### config.mk
export PLATFORM = sky130hd
export DESIGN_NAME = tcc_addr_unit
export DESIGN_NICKNAME = d
export VERILOG_FILES = /design/src/hdl/tcc_pkg.sv /design/src/hdl/tcc_addr_unit.sv
export SDC_FILE = /design/constraint.sdc
export NUM_CORES = 1
export LEC_CHECK = 0
export BUFFER_PORTS_ARGS = -buffer_cell sky130_fd_sc_hd__buf_2
export CAP_MARGIN = 5
export CORE_AREA = 2 2 39 41
export DETAILED_ROUTE_END_ITERATION = 10
export DIE_AREA = 0 0 41 43
export SLEW_MARGIN = 20
export SYNTH_ARGS = -nofsm -noshare
export SYNTH_HDL_FRONTEND = slang
export SYNTH_SLANG_ARGS = --single-unit
### constraint.sdc
create_clock -name vclk -period 2.3
set_clock_uncertainty 0.15 [all_clocks]
set_input_delay 0.23 -clock vclk [all_inputs]
set_output_delay 0.23 -clock vclk [all_outputs]
set_load 0.1 [all_outputs]
### src/hdl/tcc_pkg.sv
// Shared constants and types for the text console with cursor and scroll.
package tcc_pkg;

    // Screen geometry and tab spacing.
    localparam int COLUMNS  = 32;
    localparam int ROWS     = 24;
    localparam int TAB_STOP = 4;

    // Port field widths.
    localparam int OP_W    = 1;
    localparam int CH_W    = 8;
    localparam int COL_W   = 6;
    localparam int ROW_W   = 5;
    localparam int PROW_W  = 5;
    localparam int PCOL_W  = 5;

    // Cell store geometry.
    localparam int DEPTH      = ROWS * COLUMNS;
    localparam int ADDR_W     = $clog2(DEPTH);
    localparam int CELL_COL_W = $clog2(COLUMNS);
    localparam int PHYS_ROW_W = $clog2(ROWS);

    // Operation codes.
    localparam logic [OP_W-1:0] OP_PUT     = 1'b0;
    localparam logic [OP_W-1:0] OP_SET_COL = 1'b1;

    // Control character codes.
    localparam logic [CH_W-1:0] CODE_TAB = 8'd9;
    localparam logic [CH_W-1:0] CODE_NL  = 8'd10;
    localparam logic [CH_W-1:0] CODE_CR  = 8'd13;

    // A cell named by its row on screen and its column.
    typedef struct packed {
        logic [ROW_W-1:0]      row;
        logic [CELL_COL_W-1:0] col;
    } t_cell_ref;

endpackage

### src/hdl/tcc_addr_unit.sv
// Shared address unit: maps a screen row and column onto the circular cell store.
module tcc_addr_unit import tcc_pkg::*; (
    input  t_cell_ref             i_ref,
    input  logic [PHYS_ROW_W-1:0] i_top,
    output logic [ADDR_W-1:0]     o_addr
);

    logic [ROW_W:0]        sum;
    logic [PHYS_ROW_W-1:0] phys;

    // The screen row is offset by the physical row that holds the top line.
    always_comb begin
        sum = {1'b0, i_ref.row} + (ROW_W + 1)'(i_top);
        if (sum >= (ROW_W + 1)'(ROWS)) begin
            phys = PHYS_ROW_W'(sum - (ROW_W + 1)'(ROWS));
        end else begin
            phys = PHYS_ROW_W'(sum);
        end
        o_addr = ADDR_W'(phys * COLUMNS) + ADDR_W'(i_ref.col);
    end

endmodule

Yosys cells after proc, flatten, opt, wreduce, memory -nomap -nowiden
Cells that the tools add are included.
- flip-flop bits (word level): 0
- magnitude comparators: 1
- multiplexer cells: 1
- $add $sub $neg: 3
- operators by type and width (cell ; number):
    adder 10 x 5 -> 10 bit ; 1
    adder 5 x 5 -> 6 bit ; 1
    >= comparator 6 x 5 -> 1 bit, second input constant ; 1
    two-way mux 5 bit ; 1
    subtractor 5 bit, second input constant ; 1

Logic depth before layout (Yosys ltp)
- depth after elaboration: 4
- gate-level depth with buffers: 6
- mapped depth without buffers: 6

Least setup slack after synthesis
Ideal clock, no wire load.
- path kind: input-to-output
- start: input port i_ref[5] (netlist bit)
- end: output port o_addr[9]
- cell stages on the path: 6
- arrival: 2863 ps
- slack: -943 ps
- required time: 1920 ps
- cells stage by stage: ha_1 -> fa_1 -> nand2b_1 -> nand3_1 -> o211ai_1 -> a32oi_1
- word-level cells in the longest chain between the ends: 4
- RTL lines (element ; RTL line ; source):
    start: declaration ; tcc_addr_unit.sv:3 ; input t_cell_ref i_ref,
    adder 5 x 5 -> 6 bit * ; tcc_addr_unit.sv:13 ; sum = {1'b0, i_ref.row} + (ROW_W + 1)'(i_top);
    subtractor 5 bit / >= comparator 6 x 5 -> 1 bit (equally long branches) ; tcc_addr_unit.sv:15, tcc_addr_unit.sv:14 ;
    two-way mux 5 bit * ; tcc_addr_unit.sv:14 ; if (sum >= (ROW_W + 1)'(ROWS)) begin
    adder 10 x 5 -> 10 bit * ; tcc_addr_unit.sv:19 ; o_addr = ADDR_W'(phys * COLUMNS) + ADDR_W'(i_ref.col);
    end: declaration ; tcc_addr_unit.sv:5 ; output logic [ADDR_W-1:0] o_addr
Mark *: on every way between the ends. The rest lies on a longest branch, timed or not.

Worst setup path after layout
- start: input port i_ref[5] (netlist bit)
- end: output port o_addr[8]
Same word-level chain as after synthesis.

==> reports/results.txt <==
Outcome - finished, final reports clean
Vias in the first global route - 284
Slew Viols, Final - 0
Mapped Nets - 67
Initial antenna violation count - 0
Cell row count - 14
Crit path arrival time - 1.84 ns
Part of the Yosys area used for sequential elements - 0
CP Class - in -> out
DR iter-0 viols - 6
Final WL - 743 um
Via density - 4.901
Nets - 78
Multi-input gate area - 340.3 sq um
DRC - 0
Initial Utilization - 0.2595
Layout cells sized above 1 - 0.4727
RSZ-0062 raised after global routing - no
Register area - 0 sq um
Peak supply drop - 0.0001580 V
Chip height - 43 um
Post-CTS Setup Inserts - 0
Period utilization - 0.9655
FILL cells - 151
Setup TNS - 0 ns
Number of setup violations in the final report - 0
Pwr per Cell Area - 553.6 nW/um^2
Number of sequential cells - 0
Top Ports - 25
Critical Path RT - 1.92 ns
Ant. Diodes - 0
Distinct cell type count of the synthesized netlist - 28
IO buf count - 15
First-pass GRT wire length - 1138 um
Grt ovf - 0
Leak Pwr - 0.2082 nW
Core Box Area - 1384 sq um
Least-Margin Pin Slew - 0.4831 ns
Tot GR Track Use - 0.08700
Hold_buf cts - 0
Per-cell routed wire length - 10.46 um
DIE AREA - 1763 sq um
Final min period - 2.221 ns
Vias - 348
Final Hold Vio Count - 0
Hold Path Class - in -> out
CP endpoint kind - primary output
Mapped Area - 359.1 sq um
Synth Area per Inst - 7.806 sq um
Worst rel slew slack - 0.6802
WHS Path Cells - 0
Total of max-cap violations - 0
Max Clk Rate - 450.3 MHz
P&R area growth vs syn - 35.54%
ANT nets after route - 0
RePlAce Congestion - 0.6793
Largest net degree at the start of global routing - 12
Final Hold Slack - 0.3101 ns
Critical Path Fanout Max - 2
YS warnings - 0
Die width - 41 um
Cell count after synthesis - 46
Hpwl dp - 632.8 um
DR pass1 iterations - 3
CP startpoint kind - primary input
# clk buffers - 0
[cells in the final DEF, fill, tap and decap left out, types with 2 or more instances in the layout]
master,n
buf_2,12
ha_1,5
nand2_1,4
a21oi_1,3
xnor2_1,3
buf_4,3
nand2b_1,2
nand3_1,2
buf_12,2
[cell type report]
type	count	area share
Multi-Input combinational cell	37	0.6992
Inverter	1	0.007712
Tap cell	16	0.04113
Timing Repair Buffer	17	0.2519
[report_power, final]
group	total [mW]	switching [mW]	internal, mW
Combinational	0.269	0.179	0.0903
Clock	0	0	0
Sequential	0	0	0
Total	0.269	0.179	0.0903
[worst max-delay path, stage by stage]
cell and delay [ns]:
buf_2 0.10, ha_1 0.21, fa_2 0.34, nand2_1 0.07, mux2_2 0.34, a31oi_2 0.23
o22ai_4 0.08, buf_4 0.23
[metal layers]
| layer | part of all wire | GRT usage |
|---|---|---|
| met1 | 0.45 | 0.1302 |
| met2 | 0.49 | 0.1438 |
| met3 | 0.067 | 0 |
| met4 | 0 | 0 |
| met5 | 0 | 0 |
[synth_stat cells, types with 2 or more instances]
master	count	area [sq um]
a21oi_1	3	15.01
xnor2_1	3	26.28
nand2b_1	2	12.51
ha_1	5	62.56
buf_4	5	37.54
nand2_1	4	15.01
nand3_1	2	10.01
a31oi_1	2	12.51
[path summary, 6_finish.rpt]
kind	start	endpoint	slack, ns
worst max-delay path	i_ref[5]	o_addr[8]	0.08
worst min-delay path	i_ref[1]	o_addr[1]	0.31
[through the flow]
stage,setup WS (ns),instance area [sq um],cells,util,total power [mW]
finish,0.07934,486.7,71,0.3517,0.2694
global route,0.01943,486.7,71,0.3517,0.2843
CTS,0.02261,478.0,71,0.3454,0.2692
detailed placement,-0.05716,469.2,71,0.3391,0.2638
global placement,-0.06230,469.2,71,0.3391,0.2618
floorplan,-0.3161,387.9,46,-,0.2510
[what timing repair did]
| action | CTS | global route |
|---|---|---|
| pin swaps | 0 | 1 |
| setup endpoints to repair | 1 | 2 |
| resized for setup | 2 | 3 |
[logic make-up (layout without fill, tap and decap cells)]
| logic type | after synthesis | count (layout) | synth area share |
|---|---|---|---|
| compound gates | 13 | 13 | 0.2613 |
| simple gates | 13 | 13 | 0.2056 |
| buf+inv | 9 | 18 | 0.1742 |
| fa+ha+maj | 6 | 6 | 0.2300 |
| xor+xnor | 4 | 4 | 0.09758 |
| mux | 1 | 1 | 0.03136 |
(Power assumes the default switching activity.)
